$ cat src/hw/rtl/gqv_pkg.sv
// ----------------------------------------------------------------------------
// gqv_pkg: shared types and constants of the glyph quad vertex generator
// Item, glyph table entry, quad descriptor and vertex layouts, character
// codes, corner codes, register indexes and position saturation.
// ----------------------------------------------------------------------------
package gqv_pkg;

  // Operation codes of an input request
  localparam logic OP_LOAD = 1'b0;
  localparam logic OP_TEXT = 1'b1;

  // Configuration register indexes
  localparam logic REG_SCALE = 1'b0;
  localparam logic REG_COLOR = 1'b1;

  // Character codes
  localparam logic [7:0] FIRST_CODE   = 8'd32;
  localparam logic [7:0] LAST_CODE    = 8'd127;
  localparam logic [7:0] NEWLINE_CODE = 8'd10;
  localparam logic [7:0] CR_CODE      = 8'd13;
  localparam logic [7:0] SUBST_IDX    = 8'd31;   // '?' minus first printable code

  // Fixed-point constants (Q.4)
  localparam logic signed [12:0] TOP_SHIFT_Q4 = 13'sd448;   // 28.0

  // Corner codes, emitted in this order
  localparam logic [2:0] CORNER_TL  = 3'd0;
  localparam logic [2:0] CORNER_BL  = 3'd1;
  localparam logic [2:0] CORNER_TR  = 3'd2;
  localparam logic [2:0] CORNER_TR2 = 3'd3;
  localparam logic [2:0] CORNER_BL2 = 3'd4;
  localparam logic [2:0] CORNER_BR  = 3'd5;

  // Quad queue between front and back
  localparam int QUEUE_DEPTH = 2;
  localparam int QPTR_W      = $clog2(QUEUE_DEPTH);

  localparam logic signed [23:0] POS_MAX = 24'sd524287;
  localparam logic signed [23:0] POS_MIN = -24'sd524288;

  typedef struct packed {
    logic               operation;
    logic [7:0]         char_code;
    logic               first_of_string;
    logic signed [19:0] origin_x;
    logic signed [19:0] origin_y;
    logic [10:0]        atlas_x0;
    logic [10:0]        atlas_y0;
    logic [10:0]        atlas_x1;
    logic [10:0]        atlas_y1;
    logic signed [11:0] offset_x;
    logic signed [11:0] offset_y;
    logic [11:0]        advance;
  } item_t;

  typedef struct packed {
    logic [10:0]        ax0;
    logic [10:0]        ay0;
    logic [10:0]        ax1;
    logic [10:0]        ay1;
    logic signed [11:0] off_x;
    logic signed [11:0] off_y;
    logic [11:0]        adv;
  } glyph_t;

  typedef struct packed {
    logic signed [19:0] x0;
    logic signed [19:0] y0;
    logic signed [19:0] x1;
    logic signed [19:0] y1;
    logic [10:0]        ax0;
    logic [10:0]        ay0;
    logic [10:0]        ax1;
    logic [10:0]        ay1;
  } quad_t;

  typedef struct packed {
    logic signed [19:0] pos_x;
    logic signed [19:0] pos_y;
    logic [10:0]        tex_u;
    logic [10:0]        tex_v;
    logic [31:0]        color;
    logic [2:0]         corner_index;
    logic               last;
  } vertex_t;

  function automatic logic signed [19:0] sat_pos(input logic signed [23:0] v);
    logic signed [19:0] r;
    if (v > POS_MAX) begin
      r = 20'sh7FFFF;
    end else if (v < POS_MIN) begin
      r = 20'sh80000;
    end else begin
      r = 20'(v);
    end
    return r;
  endfunction

endpackage

$ cat src/hw/rtl/gqv_back.sv
// ----------------------------------------------------------------------------
// gqv_back: vertex emitter
// Walks each quad through its six corners into a registered result slot.
// ----------------------------------------------------------------------------
module gqv_back import gqv_pkg::*; (
  input  logic        clk,
  input  logic        rst_n,
  input  logic        q_empty,
  input  quad_t       q_head,
  output logic        q_pop,
  input  logic [31:0] color,
  output logic        out_empty,
  input  logic        out_pop,
  output vertex_t     out_vertex
);
  logic       o_vld_r, o_vld_nxt;
  vertex_t    vert_r;
  quad_t      quad_r;
  logic       busy_r, busy_nxt;
  logic [2:0] corner_r, corner_nxt;
  logic       load, last_emit;
  logic       use_x1, use_y1;
  vertex_t    vert_nxt;

  assign load      = busy_r && (!o_vld_r || out_pop);
  assign last_emit = load && (corner_r == CORNER_BR);
  assign q_pop     = !q_empty && (!busy_r || last_emit);

  always_comb begin
    case (corner_r)
      CORNER_TL:  begin use_x1 = 1'b0; use_y1 = 1'b0; end
      CORNER_BL:  begin use_x1 = 1'b0; use_y1 = 1'b1; end
      CORNER_TR:  begin use_x1 = 1'b1; use_y1 = 1'b0; end
      CORNER_TR2: begin use_x1 = 1'b1; use_y1 = 1'b0; end
      CORNER_BL2: begin use_x1 = 1'b0; use_y1 = 1'b1; end
      CORNER_BR:  begin use_x1 = 1'b1; use_y1 = 1'b1; end
      default:    begin use_x1 = 1'b0; use_y1 = 1'b0; end
    endcase
  end

  always_comb begin
    vert_nxt.pos_x        = use_x1 ? quad_r.x1  : quad_r.x0;
    vert_nxt.pos_y        = use_y1 ? quad_r.y1  : quad_r.y0;
    vert_nxt.tex_u        = use_x1 ? quad_r.ax1 : quad_r.ax0;
    vert_nxt.tex_v        = use_y1 ? quad_r.ay1 : quad_r.ay0;
    vert_nxt.color        = color;
    vert_nxt.corner_index = corner_r;
    vert_nxt.last         = (corner_r == CORNER_BR);
  end

  always_comb begin
    busy_nxt   = busy_r;
    corner_nxt = corner_r;
    o_vld_nxt  = o_vld_r;
    if (q_pop) begin
      busy_nxt = 1'b1;
    end else if (last_emit) begin
      busy_nxt = 1'b0;
    end
    if (last_emit) begin
      corner_nxt = CORNER_TL;
    end else if (load) begin
      corner_nxt = corner_r + 3'd1;
    end
    if (load) begin
      o_vld_nxt = 1'b1;
    end else if (out_pop) begin
      o_vld_nxt = 1'b0;
    end
  end

  always_ff @(posedge clk) begin
    if (q_pop) begin
      quad_r <= q_head;
    end
    if (load) begin
      vert_r <= vert_nxt;
    end
  end

  always_ff @(posedge clk) begin
    if (!rst_n) begin
      o_vld_r  <= 1'b0;
      busy_r   <= 1'b0;
      corner_r <= CORNER_TL;
    end else begin
      o_vld_r  <= o_vld_nxt;
      busy_r   <= busy_nxt;
      corner_r <= corner_nxt;
    end
  end

  assign out_empty  = !o_vld_r;
  assign out_vertex = vert_r;
endmodule

$ cat config.mk
export PLATFORM = sky130hd
export DESIGN_NAME = gqv_back
export DESIGN_NICKNAME = d
export VERILOG_FILES = /design/src/hw/rtl/gqv_pkg.sv /design/src/hw/rtl/gqv_back.sv
export SDC_FILE = /design/constraint.sdc
export NUM_CORES = 1
export LEC_CHECK = 0
export BUFFER_PORTS_ARGS = -buffer_cell sky130_fd_sc_hd__buf_2
export CAP_MARGIN = 10
export CORE_UTILIZATION = 40
export CTS_CLUSTER_DIAMETER = 50
export DETAILED_ROUTE_END_ITERATION = 8
export PLACE_DENSITY_LB_ADDON = 0.12
export SYNTH_ARGS = -nofsm -noshare
export SYNTH_HDL_FRONTEND = slang
export SYNTH_SLANG_ARGS = --single-unit
$ cat constraint.sdc
create_clock -name clk -period 8.83 [get_ports clk]
set_input_delay 0.4415 -clock clk [delete_from_list [all_inputs] [get_ports clk]]
set_output_delay 0.4415 -clock clk [all_outputs]
set_load 0.005 [all_outputs]
==> flow_summary.yaml <==
routing:
  wirelength_mm: 14.5
  vias: 4095
  wl_per_cell_um: 16.3
  vias_per_cell: 4.59
  drtAntennaViolNets: 0
  drc: 0
  drtPass1Iterations: 6
  drtIter0Drc: 153
power_and_ir_drop:
  clkPwrFrac_pct: 41.2
  p_int_mw: 1.93
  p_per_area_nw_per_um2: 238
  power_switching_uw: 497
  power_frac_comb_pct: 6.0
  ir_drop_mv: 0.165
  p_leak_nw: 3.95
  swShare_pct: 20.5
  p_seq_share_pct: 52.8
  power_mw: 2.42
timing:
  post-route-min-period_ns: 3.10
  hold_viol: 0
  fin_crit_sh_pct: 35.1
  fin_skew_ns: 0.0106
  setup_tns_ns: 0
  tightest_slew_ns: 1.13
  drv_slew: 0
  hold_slack_ns: 0.103
  report.final.setup_viol: 0
  slew_headroom_pct: 24.8
  rsz0062_at_grt: "no"
  fmax_mhz: 323
floorplanning:
  dieHeight_um: 141
  io_pins: 260
  dieArea_um2: 19900
  initial_utilization_pct: 41.0
  core_area_um2: 18800
  placementRows: 50
  die_w_um: 141
setup_path:
  cp.depth: 7
  startpoint_type: "flip-flop"
  cpPeakStageDelay_ns: 0.63
  arrival_ns: 2.66
  critPathCaptureType: "output port"
  r2r_slack_ns: 6.49
  cp_top_family: "buffers and inverters"
  cp_slowest_cell: "buf_4"
  path_class: "flip-flop to output port"
  cp_max_fo: 65
  cp_cell_sequence: "inv_1, ha_1, nand2_2, o21ai_0, nor2b_4, buf_4, buf_2"
  crit_required_ns: 8.39
  reg2reg_depth: 7
  critPathBufInv: 3
clock_tree:
  cts_buffer_depth: 3
  clkTransAtPathRegs_ns: 0.06
  ctsHoldBuffers: 0
  cts_tree: "yes"
  cts_root_buf: "clkbuf_16"
  cts_resized: 0
  numClockSinks: 227
  htree_levels: 1
  clock_latency_ns: 0.51
  postCtsSetupRepairBufs: 0
  cts_buffers: 27
placement:
  dp_hpwl_mm: 9.45
  gp_congestion: 0.715
  port_buffers: 259
synth:
  synth_top_family_by_area: "multiplexers"
  synth.cell_area_um2: 7730
  ys_seq_area_share_pct: 87.5
  synthXorXnorAreaFrac_pct: 0
  avgSynthCellArea_um2: 23.8
  ys_ff_latch: 227
  synth_fa_ha_area_share_pct: 0.809
  yosys_warnings: 0
  synth_compound_area_share_pct: 1.07
  yosysUniqueCellTypes: 18
  synth_top_area_share_pct: 86.2
  synth.area.mux_share_pct: 9.03
  synth_nets: 490
  synth_cells: 325
  yosys-top-cells-area: "edfxtp_1 86%, mux2_2 8.9%, dfxtp_1 1.3%"
  synth_area_leader_cell: "edfxtp_1"
  synthSimpleGateAreaFrac_pct: 0.631
global_route:
  grt_use_met3_pct: 5.81
  grt-ovfl-total: 0
  grt_max_degree: 66
  grt_busiest_layer: "met2"
  antenna_found_initial: 1
  grt_pass1_vias: 4229
  grt.total_usage_pct: 14.3
  grt_pass1_wl_mm: 21.7
  use_met1_pct: 16.1
  grtUsageMet2_pct: 24.5
finish:
  drive_gt1_share_pct: 58.1
  synthToLayoutAreaGrowth_pct: 31.8
  nets: 777
flow_run:
  drv_cap: 0
min_path:
  hp-class: "input pin to flip-flop"
  holdPathStages: 1
run_status:
  status: "complete, no violations"
==> layer usage <==
metal / vias to the layer above / wire [um] / part of all wire, %
met5: - / 13 / 0.089
met4: 2 / 385 / 2.6
met3: 32 / 1450 / 9.9
met2: 184 / 7150 / 49
met1: 2004 / 5550 / 38
li1: 1873 / - / -
==> synth_stat cells <==
master	n
dfxtp_1	5
o21ai_0	4
a211oi_4	1
mux2_2	61
edfxtp_1	222
a21boi_0	5
mux2_1	1
nor2_1	1
ha_1	5
nand2_2	1
nand4_1	2
a21oi_1	1
inv_1	6
buf_2	3
buf_6	3
nand2b_1	1
nor2b_1	2
or4_1	1
==> cell usage in the layout, fill, tap and decap left out, types with 2 or more instances in the layout <==
master,count
nand4_1,2
buf_4,5
dfxtp_1,5
inv_6,3
clkbuf_1,4
inv_1,6
ha_1,5
clkbuf_16,27
mux2_2,61
clkinv_2,2
edfxtp_1,222
clkinvlp_4,3
clkinv_1,8
a21boi_0,5
o21ai_0,4
buf_2,259
==> power by group through the flow <==
stage,clock (mW),combinational [mW],sequential [mW]
6_report,0.999,0.146,1.28
5_1_grt,1.07,0.160,1.29
4_1_cts,1.03,0.151,1.28
3_5_place_dp,0,0.150,1.30
3_3_place_gp,0,0.145,1.30
2_1_floorplan,0,0.0601,1.31
==> metrics by stage <==
step                      cells  area [um^2]  worst slack [ns]  util (%)
after CTS                   892        10200              5.67      54.1
final                       893        10200              5.73      54.1
after global placement      843         9370              6.39      49.7
after floorplan             325         7730              1.87         -
after detailed placement    843         9370              6.23      49.7
after global routing        892        10200              5.58      54.1
==> state kept, by name (all words and copies together) (netlist names) <==
register,flops
busy_r,1
out_vertex,98
quad_r,124
corner_r,3
o_vld_r,1
==> cell type report <==
type,instances,area (um^2)
Inverter,6,22.5
Fill cell,1553,8640
Timing Repair Buffer,264,1330
Sequential cell,227,6770
Tap cell,260,325
Antenna cell,1,2.50
Clock inverter,18,128
Multi-Input combinational cell,86,918
Clock buffer,31,691
==> kinds of logic after synthesis <==
family,count (synthesis)
mux,62
buf+inv,12
compound gates,11
flops,227
fa+ha+maj,5
simple gates,8
==> path summary, 6_finish.rpt <==
check / startpoint / to
min: color[6] / out_vertex[10]
max reg2reg: corner_r[1] / out_vertex[51]
max: corner_r[1] / q_pop
min reg2reg: busy_r / corner_r[1]
Note: power is estimated with default switching activity, not from simulation.
