===== config.mk =====
export PLATFORM = sky130hd
export DESIGN_NAME = gqv_queue
export DESIGN_NICKNAME = d
export VERILOG_FILES = /design/src/hw/rtl/gqv_pkg.sv /design/src/hw/rtl/gqv_queue.sv
export SDC_FILE = /design/constraint.sdc
export NUM_CORES = 1
export LEC_CHECK = 0
export BUFFER_PORTS_ARGS = -buffer_cell sky130_fd_sc_hd__buf_2
export CAP_MARGIN = 30
export CORE_ASPECT_RATIO = 1.25
export CORE_MARGIN = 2
export CORE_UTILIZATION = 45
export CTS_CLUSTER_DIAMETER = 80
export DETAILED_ROUTE_END_ITERATION = 10
export GPL_ROUTABILITY_DRIVEN = 1
export PLACE_DENSITY = 0.73
export RECOVER_POWER = 50
export SLEW_MARGIN = 20
export SYNTH_ARGS = -nofsm -noshare
export SYNTH_HDL_FRONTEND = slang
export SYNTH_SLANG_ARGS = --single-unit

===== constraint.sdc =====
create_clock -name clk -period 19.8 [get_ports clk]
set_clock_uncertainty 0.2 [all_clocks]
set_input_delay 3.96 -clock clk [delete_from_list [all_inputs] [get_ports clk]]
set_output_delay 3.96 -clock clk [all_outputs]
set_load 0.05 [all_outputs]

===== src/hw/rtl/gqv_pkg.sv =====
// ----------------------------------------------------------------------------
// gqv_pkg: shared types and constants of the glyph quad vertex generator
// Item, glyph table entry, quad descriptor and vertex layouts, character
// codes, corner codes, register indexes and position saturation.
// ----------------------------------------------------------------------------
package gqv_pkg;

  // Operation codes of an input request
  localparam logic OP_LOAD = 1'b0;
  localparam logic OP_TEXT = 1'b1;

  // Configuration register indexes
  localparam logic REG_SCALE = 1'b0;
  localparam logic REG_COLOR = 1'b1;

  // Character codes
  localparam logic [7:0] FIRST_CODE   = 8'd32;
  localparam logic [7:0] LAST_CODE    = 8'd127;
  localparam logic [7:0] NEWLINE_CODE = 8'd10;
  localparam logic [7:0] CR_CODE      = 8'd13;
  localparam logic [7:0] SUBST_IDX    = 8'd31;   // '?' minus first printable code

  // Fixed-point constants (Q.4)
  localparam logic signed [12:0] TOP_SHIFT_Q4 = 13'sd448;   // 28.0

  // Corner codes, emitted in this order
  localparam logic [2:0] CORNER_TL  = 3'd0;
  localparam logic [2:0] CORNER_BL  = 3'd1;
  localparam logic [2:0] CORNER_TR  = 3'd2;
  localparam logic [2:0] CORNER_TR2 = 3'd3;
  localparam logic [2:0] CORNER_BL2 = 3'd4;
  localparam logic [2:0] CORNER_BR  = 3'd5;

  // Quad queue between front and back
  localparam int QUEUE_DEPTH = 2;
  localparam int QPTR_W      = $clog2(QUEUE_DEPTH);

  localparam logic signed [23:0] POS_MAX = 24'sd524287;
  localparam logic signed [23:0] POS_MIN = -24'sd524288;

  typedef struct packed {
    logic               operation;
    logic [7:0]         char_code;
    logic               first_of_string;
    logic signed [19:0] origin_x;
    logic signed [19:0] origin_y;
    logic [10:0]        atlas_x0;
    logic [10:0]        atlas_y0;
    logic [10:0]        atlas_x1;
    logic [10:0]        atlas_y1;
    logic signed [11:0] offset_x;
    logic signed [11:0] offset_y;
    logic [11:0]        advance;
  } item_t;

  typedef struct packed {
    logic [10:0]        ax0;
    logic [10:0]        ay0;
    logic [10:0]        ax1;
    logic [10:0]        ay1;
    logic signed [11:0] off_x;
    logic signed [11:0] off_y;
    logic [11:0]        adv;
  } glyph_t;

  typedef struct packed {
    logic signed [19:0] x0;
    logic signed [19:0] y0;
    logic signed [19:0] x1;
    logic signed [19:0] y1;
    logic [10:0]        ax0;
    logic [10:0]        ay0;
    logic [10:0]        ax1;
    logic [10:0]        ay1;
  } quad_t;

  typedef struct packed {
    logic signed [19:0] pos_x;
    logic signed [19:0] pos_y;
    logic [10:0]        tex_u;
    logic [10:0]        tex_v;
    logic [31:0]        color;
    logic [2:0]         corner_index;
    logic               last;
  } vertex_t;

  function automatic logic signed [19:0] sat_pos(input logic signed [23:0] v);
    logic signed [19:0] r;
    if (v > POS_MAX) begin
      r = 20'sh7FFFF;
    end else if (v < POS_MIN) begin
      r = 20'sh80000;
    end else begin
      r = 20'(v);
    end
    return r;
  endfunction

endpackage


===== src/hw/rtl/gqv_queue.sv =====
// ----------------------------------------------------------------------------
// gqv_queue: short quad queue
// Decouples quad geometry from vertex emission.
// ----------------------------------------------------------------------------
module gqv_queue import gqv_pkg::*; (
  input  logic  clk,
  input  logic  rst_n,
  input  logic  push,
  input  quad_t push_quad,
  output logic  full,
  input  logic  pop,
  output logic  empty,
  output quad_t head
);
  quad_t             mem_r [QUEUE_DEPTH];
  logic [QPTR_W-1:0] wr_ptr_r, rd_ptr_r;
  logic [QPTR_W:0]   cnt_r, cnt_nxt;
  logic              do_push, do_pop;

  assign full    = (int'(cnt_r) == QUEUE_DEPTH);
  assign empty   = (cnt_r == '0);
  assign do_push = push && !full;
  assign do_pop  = pop && !empty;
  assign head    = mem_r[rd_ptr_r];

  always_comb begin
    cnt_nxt = cnt_r;
    if (do_push && !do_pop) begin
      cnt_nxt = cnt_r + 1'b1;
    end else if (do_pop && !do_push) begin
      cnt_nxt = cnt_r - 1'b1;
    end
  end

  always_ff @(posedge clk) begin
    if (do_push) begin
      mem_r[wr_ptr_r] <= push_quad;
    end
  end

  always_ff @(posedge clk) begin
    if (!rst_n) begin
      wr_ptr_r <= '0;
      rd_ptr_r <= '0;
      cnt_r    <= '0;
    end else begin
      cnt_r <= cnt_nxt;
      if (do_push) begin
        wr_ptr_r <= (int'(wr_ptr_r) == QUEUE_DEPTH - 1) ? '0 : wr_ptr_r + 1'b1;
      end
      if (do_pop) begin
        rd_ptr_r <= (int'(rd_ptr_r) == QUEUE_DEPTH - 1) ? '0 : rd_ptr_r + 1'b1;
      end
    end
  end
endmodule


==> flow_summary.toml, run 1 <==
[run_status]
status = "complete, but fails checks"
failed_checks = "capacitance limit, slew limit"

[cts]
numClockSinks = 253
root_buffer = "clkbuf_16"
clock_latency_ps = 500
cts.clk_slew.worst_paths_ps = 70
cts_tree = "built"
cts_resized = 0
cts_buffers = 24
postCtsHoldBufs = 0
post-cts-setup-buffer-count = 0
clockBufferDepth = 3
cts_htree_levels = 1

[grt]
grt_pass1_wl_mm = 26.4
first_global_vias = 5044
globalRouteTotalUtil = 0.151
gr-total-overflow = 0
grt_max_degree = 71
antenna_found_initial = 1

[power]
p_per_area_nw_per_um2 = 153
fin_total_pwr_mw = 1.79
power.leakage_nw = 4.32
ir_drop_uv = 113

[hold_path]
min_from = "cnt_r[1]$_SDFFE_PN0P_"
hold_class = "reg2reg"

[critical_path]
start_kind = "input port"
arrival_ps = 7090
worstSetupEndpointType = "flop"
crit_start = "push"
crit_required_ps = 19720
path_class = "in2reg"
rr_startpoint = "cnt_r[0]$_SDFFE_PN0P_"
cp_max_fo = 70

[sta]
worst_pin_slew_ps = 3430
fin_hold_ws_ps = 356
drv_slew = 117
setup_violations = 0
rsz0062_at_grt = "no"
max_freq_mhz = 140
period_needed_ps = 7160
finalSetupTns_ps = 0
hold_viol_final = 0
relSlewSlack = -1.29
fin_crit_sh = 0.362
final.setup.worst_slack_ps = 12640

[route]
drt_iter0_markers = 286
dr.pass1.iters = 4
wl_mm = 17.4
antenna_left = 0
routedWlPerCell_um = 17.9
remaining_drc_errors = 0
drt-vias-per-instance = 4.86
vias = 4721

[layout]
fin_util = 0.565
fillers = 1610
nets = 810
area_growth_syn_to_layout_pct = 23.9
diodes = 0
final_cells = 972
final_area_um2 = 11700
drive_gt1_frac = 0.509

[synthesis]
seq_area_frac_synth = 0.801
synthArstFlopShare = 0
avgSynthCellArea_um2 = 22.9
syn_nets = 540
synth_top_area_frac = 0.790
synth_cell_type_count = 21
ys_ff_latch = 253
synthFlopType = "edfxtp_1"
synthCells = 411
synth-edff-count = 248
yosysMostFrequentCell = "edfxtp_1"
yosys.area.top_type = "edfxtp_1"
synth_common_cells = "edfxtp_1, mux2_2, mux2_4"
synth_area_leaders = "edfxtp_1, mux2_4, mux2_2, dfxtp_1, buf_6"
ys_warn_count = 0
synthesis.area_um2 = 9420

[floorplan]
core_um2 = 20700
initial_core_util = 0.456
die_x_um = 133
die_h_um = 166
core.rowCount = 59
die_area_um2 = 22100
io_pins = 254

[placement]
dp.cells = 928
port_buffers = 253
dp_hpwl_mm = 11.6
gp_congestion = 0.716
dp_slack_ps = 13010
place_area_um2 = 11000

[flow_run]
drv_cap = 2
[sequential cells by signal, summed over array words and instances, names as in the netlist, named ones only]
signal    cells
mem_r       248
cnt_r         2
rd_ptr_r      1
wr_ptr_r      1
[layout by cell type, fill, tap and decap left out, drive strengths merged]
master	synthesis	routed
ha	1	1
bufinv	0	3
inv	2	2
dfxtp	5	5
clkbuf	0	87
xor2	1	1
or3	1	1
edfxtp	248	248
mux2	124	124
a21boi	2	2
and2	3	3
buf	14	197
xnor2	2	2
nor2	2	2
o21ai	2	2
o21a	1	1
clkinvlp	0	2
nor3	1	1
clkinv	0	12
nand2b	1	1
and3	1	1
[report_power, final]
| part | total [mW] | internal (mW) | switching [mW] |
|---|---|---|---|
| Clock | 0.452 | 0.267 | 0.184 |
| Sequential | 0.701 | 0.678 | 0.0237 |
| Combinational | 0.632 | 0.186 | 0.446 |
[kinds of logic after synthesis]
kind of cell             count (synthesis)  synth area share
AO/OA/AOI/OAI                            5           0.00345
multiplexers                           124             0.172
buffers and inverters                   16            0.0135
adder cells (fa/ha/maj)                  1           0.00133
flip-flops                             253             0.801
AND/OR/NAND/NOR                          9           0.00584
XOR/XNOR                                 3           0.00279
[worst max-delay path: stages]
cell	delay (ps)
clkbuf_1	130
and3_1	1890
buf_4	960
[final cells by class]
type                    count  area, um^2  area share
repair buffers            258        1240       0.106
well taps                 274         343      0.0294
clock inverters            17         156      0.0134
flip-flops and latches    253        7550       0.647
inverters                   2        7.51    0.000643
clock buffers              26         629      0.0539
multi-input cells         142        1740       0.149
[metal layers]
layer  share of wire  track usage  vias to the layer above
li1                -            -                     2161
met1            0.37        0.165                     2338
met2            0.53        0.280                      187
met3           0.074       0.0440                       33
met4           0.020       0.0430                        2
met5         0.00075            0                        -
[path summary, 6_finish.rpt]
| check | slack [ps] | endpoint | depth (start not counted) |
|---|---|---|---|
| setup reg to reg | 15600 | mem_r[1][69]$_DFFE_PP_ | 3 |
| hold reg to reg | 360 | cnt_r[1]$_SDFFE_PN0P_ | 2 |
| hold / removal | 360 | cnt_r[1]$_SDFFE_PN0P_ | 2 |
| setup / recovery | 12640 | mem_r[1][69]$_DFFE_PP_ | 3 |
Power figures use the tool's default switching activity.
==> inputs of run 2 (changes only) <==
--- a/config.mk
+++ b/config.mk
@@ -5,6 +5,7 @@
 export SDC_FILE = /design/constraint.sdc
 export NUM_CORES = 1
 export LEC_CHECK = 0
+export ABC_AREA = 1
 export BUFFER_PORTS_ARGS = -buffer_cell sky130_fd_sc_hd__buf_2
 export CAP_MARGIN = 30
 export CORE_ASPECT_RATIO = 1.25
==> constraint.sdc (replaced) <==
create_clock -name clk -period 7 [get_ports clk]
set_clock_uncertainty 0.2 [all_clocks]
set_input_delay 1.4 -clock clk [delete_from_list [all_inputs] [get_ports clk]]
set_output_delay 1.4 -clock clk [all_outputs]
set_load 0.05 [all_outputs]
==> run 2 against run 1 <==
Compared with the run above:
- first-iteration DRC count shrank 16%
- critical path depth stayed put
- global-route usage is essentially flat
- design area down 0.24%
- sequential power rose to 2.8 times the previous value
- largest cell class unchanged
- synthesized area about the same
- count of clock-buffer cells in the layout increased by 6
- worst hold slack got worse by 51 ps
- power rose to 2.7 times the previous value
- the run still ends with capacitance limit, slew limit left
==> flow_summary.toml, run 2 <==
[hold_path]
hold_class = "reg2reg"
min_from = "rd_ptr_r$_SDFFE_PN0P_"

[cts]
cts_resized = 0
postCtsHoldBufs = 0
cts_htree_levels = 1
cts.clk_slew.worst_paths_ps = 60
clockBufferDepth = 3
cts_tree = "built"
post-cts-setup-buffer-count = 0
clock_latency_ps = 490
numClockSinks = 253
cts_buffers = 25
root_buffer = "clkbuf_16"

[layout]
fin_util = 0.563
largest_reg_flops = 248
drive_gt1_frac = 0.499
largest-register = "mem_r"
final_common_cell = "edfxtp_1"
final_cell_mix = "edfxtp_1, buf_2, clkbuf_1"
nets = 823
reg_top3 = "mem_r: 248 flops, cnt_r: 2 flops"
area_growth_syn_to_layout_pct = 23.5

[grt]
grt_pass1_wl_mm = 26.4
antenna_found_initial = 3
grt_max_degree = 102
globalRouteTotalUtil = 0.150
gr-total-overflow = 0
first_global_vias = 5165

[run_status]
status = "complete, but fails checks"
failed_checks = "capacitance limit, slew limit"

[synthesis]
yosysMostFrequentCell = "edfxtp_1"
synth_common_cells = "edfxtp_1, mux2_2, mux2_4"
ys_warn_count = 0
synth-edff-count = 248
synthFlopType = "edfxtp_1"
synth_cell_type_count = 14
synthCells = 424
seq_area_frac_synth = 0.800
synthArstFlopShare = 0
avgSynthCellArea_um2 = 22.2
syn_nets = 553
ys_ff_latch = 253
synth_top_area_frac = 0.790
synth_area_leaders = "edfxtp_1, mux2_4, mux2_2, dfxtp_1, buf_6"
yosys.area.top_type = "edfxtp_1"
synthesis.area_um2 = 9430

[power]
ir_drop_uv = 284
fin_total_pwr_mw = 4.76
p_per_area_nw_per_um2 = 409
power.leakage_nw = 4.33

[critical_path]
rr_startpoint = "cnt_r[0]$_SDFFE_PN0P_"
path_class = "reg2out"
reg2reg_depth = 3
worstSetupEndpointType = "primary output"
reg2reg_to = "mem_r[1][92]$_DFFE_PP_"
crit_required_ps = 5400
start_kind = "flop"
cp_max_fo = 49
crit_end = "head[111]"
arrival_ps = 2540
rrSetupSlack_ps = 3620

[placement]
dp_slack_ps = 3340
gp_congestion = 0.734
port_buffers = 253
dp_hpwl_mm = 11.1

[floorplan]
io_pins = 254
core.rowCount = 59
die_h_um = 166
initial_core_util = 0.456
die_x_um = 133
die_area_um2 = 22100
core_um2 = 20700

[route]
remaining_drc_errors = 0
dr.pass1.iters = 4
drt-vias-per-instance = 4.80
vias = 4735
wl_mm = 16.9
routedWlPerCell_um = 17.2
drt_iter0_markers = 241
antenna_left = 0

[sta]
hold_viol_final = 0
relSlewSlack = -0.372
setup_violations = 0
fin_crit_sh = 0.592
period_needed_ps = 4140
final.setup.worst_slack_ps = 2860
drv_slew = 48
rsz0062_at_grt = "no"
max_freq_mhz = 241
worst_pin_slew_ps = 2050

[flow_run]
drv_cap = 2
==> run 2: changes by cell type after synthesis, sizes merged, moves of 2 or more <==
cell / delta
nand2: +6
a21boi: -2
nor2: +9
xnor2: -2
inv: +7
and2: -3
==> run 2: worst max-delay path, stage by stage (launching register included) <==
cell     delay, ps
dfxtp_4        660
buf_4          700
mux2_2         430
buf_2          210
==> run 2: worst min-delay path by stage <==
stage	to	slack (ps)	cells past startpoint
floorplan	flop	270	2
global placement	rd_ptr_r$_SDFFE_PN0P_	290	2
detailed placement	flop	290	2
CTS	flop	310	2
global route	rd_ptr_r$_SDFFE_PN0P_	350	2
finish	flop	300	2
==> run 2: cell type report <==
type                       count  area (um^2)
clock buffer                  32          652
fill                        1668         9020
clock inverter                12         85.1
multi-input combinational    148         1730
antenna                        2         5.00
sequential                   253         7550
inverter                       9         33.8
tap                          274          343
timing repair buffer         257         1250
==> run 2: cells by family after synthesis <==
family                     share of synthesized area
AOI/OAI and AO/OA                            0.00212
adders and majority gates                    0.00133
buffers and inverters                         0.0163
DFF                                            0.800
muxes                                          0.172
and+or+nand+nor                              0.00796
==> run 2: per-layer routing <==
layer  vias up  global-route usage  part of all wire  routed length, um
met1      2315               0.177              0.38               6420
met2       187               0.272              0.53               8920
li1       2202                   -                 -                  -
met3        29              0.0342             0.072               1220
met5         -                   0           0.00077                 13
met4         2              0.0500             0.022                368
==> run 2: metrics by stage <==
step | cell area [um^2] | hold WS [ps] | std cells | setup TNS (ps)
floorplan | 9430 | 267 | 424 | -128310
global placement | 11000 | 289 | 941 | 0
detailed placement | 11000 | 293 | 941 | 0
CTS | 11700 | 308 | 985 | 0
global route | 11600 | 352 | 987 | 0
finish | 11600 | 304 | 987 | 0
==> run 2: where the power goes <==
| part | leakage (nW) | switching (mW) | internal [mW] |
|---|---|---|---|
| Sequential | 2.35 | 0.0710 | 1.92 |
| Clock | 0.357 | 0.508 | 0.692 |
| Combinational | 1.61 | 1.12 | 0.450 |
| Total | 4.33 | 1.70 | 3.06 |
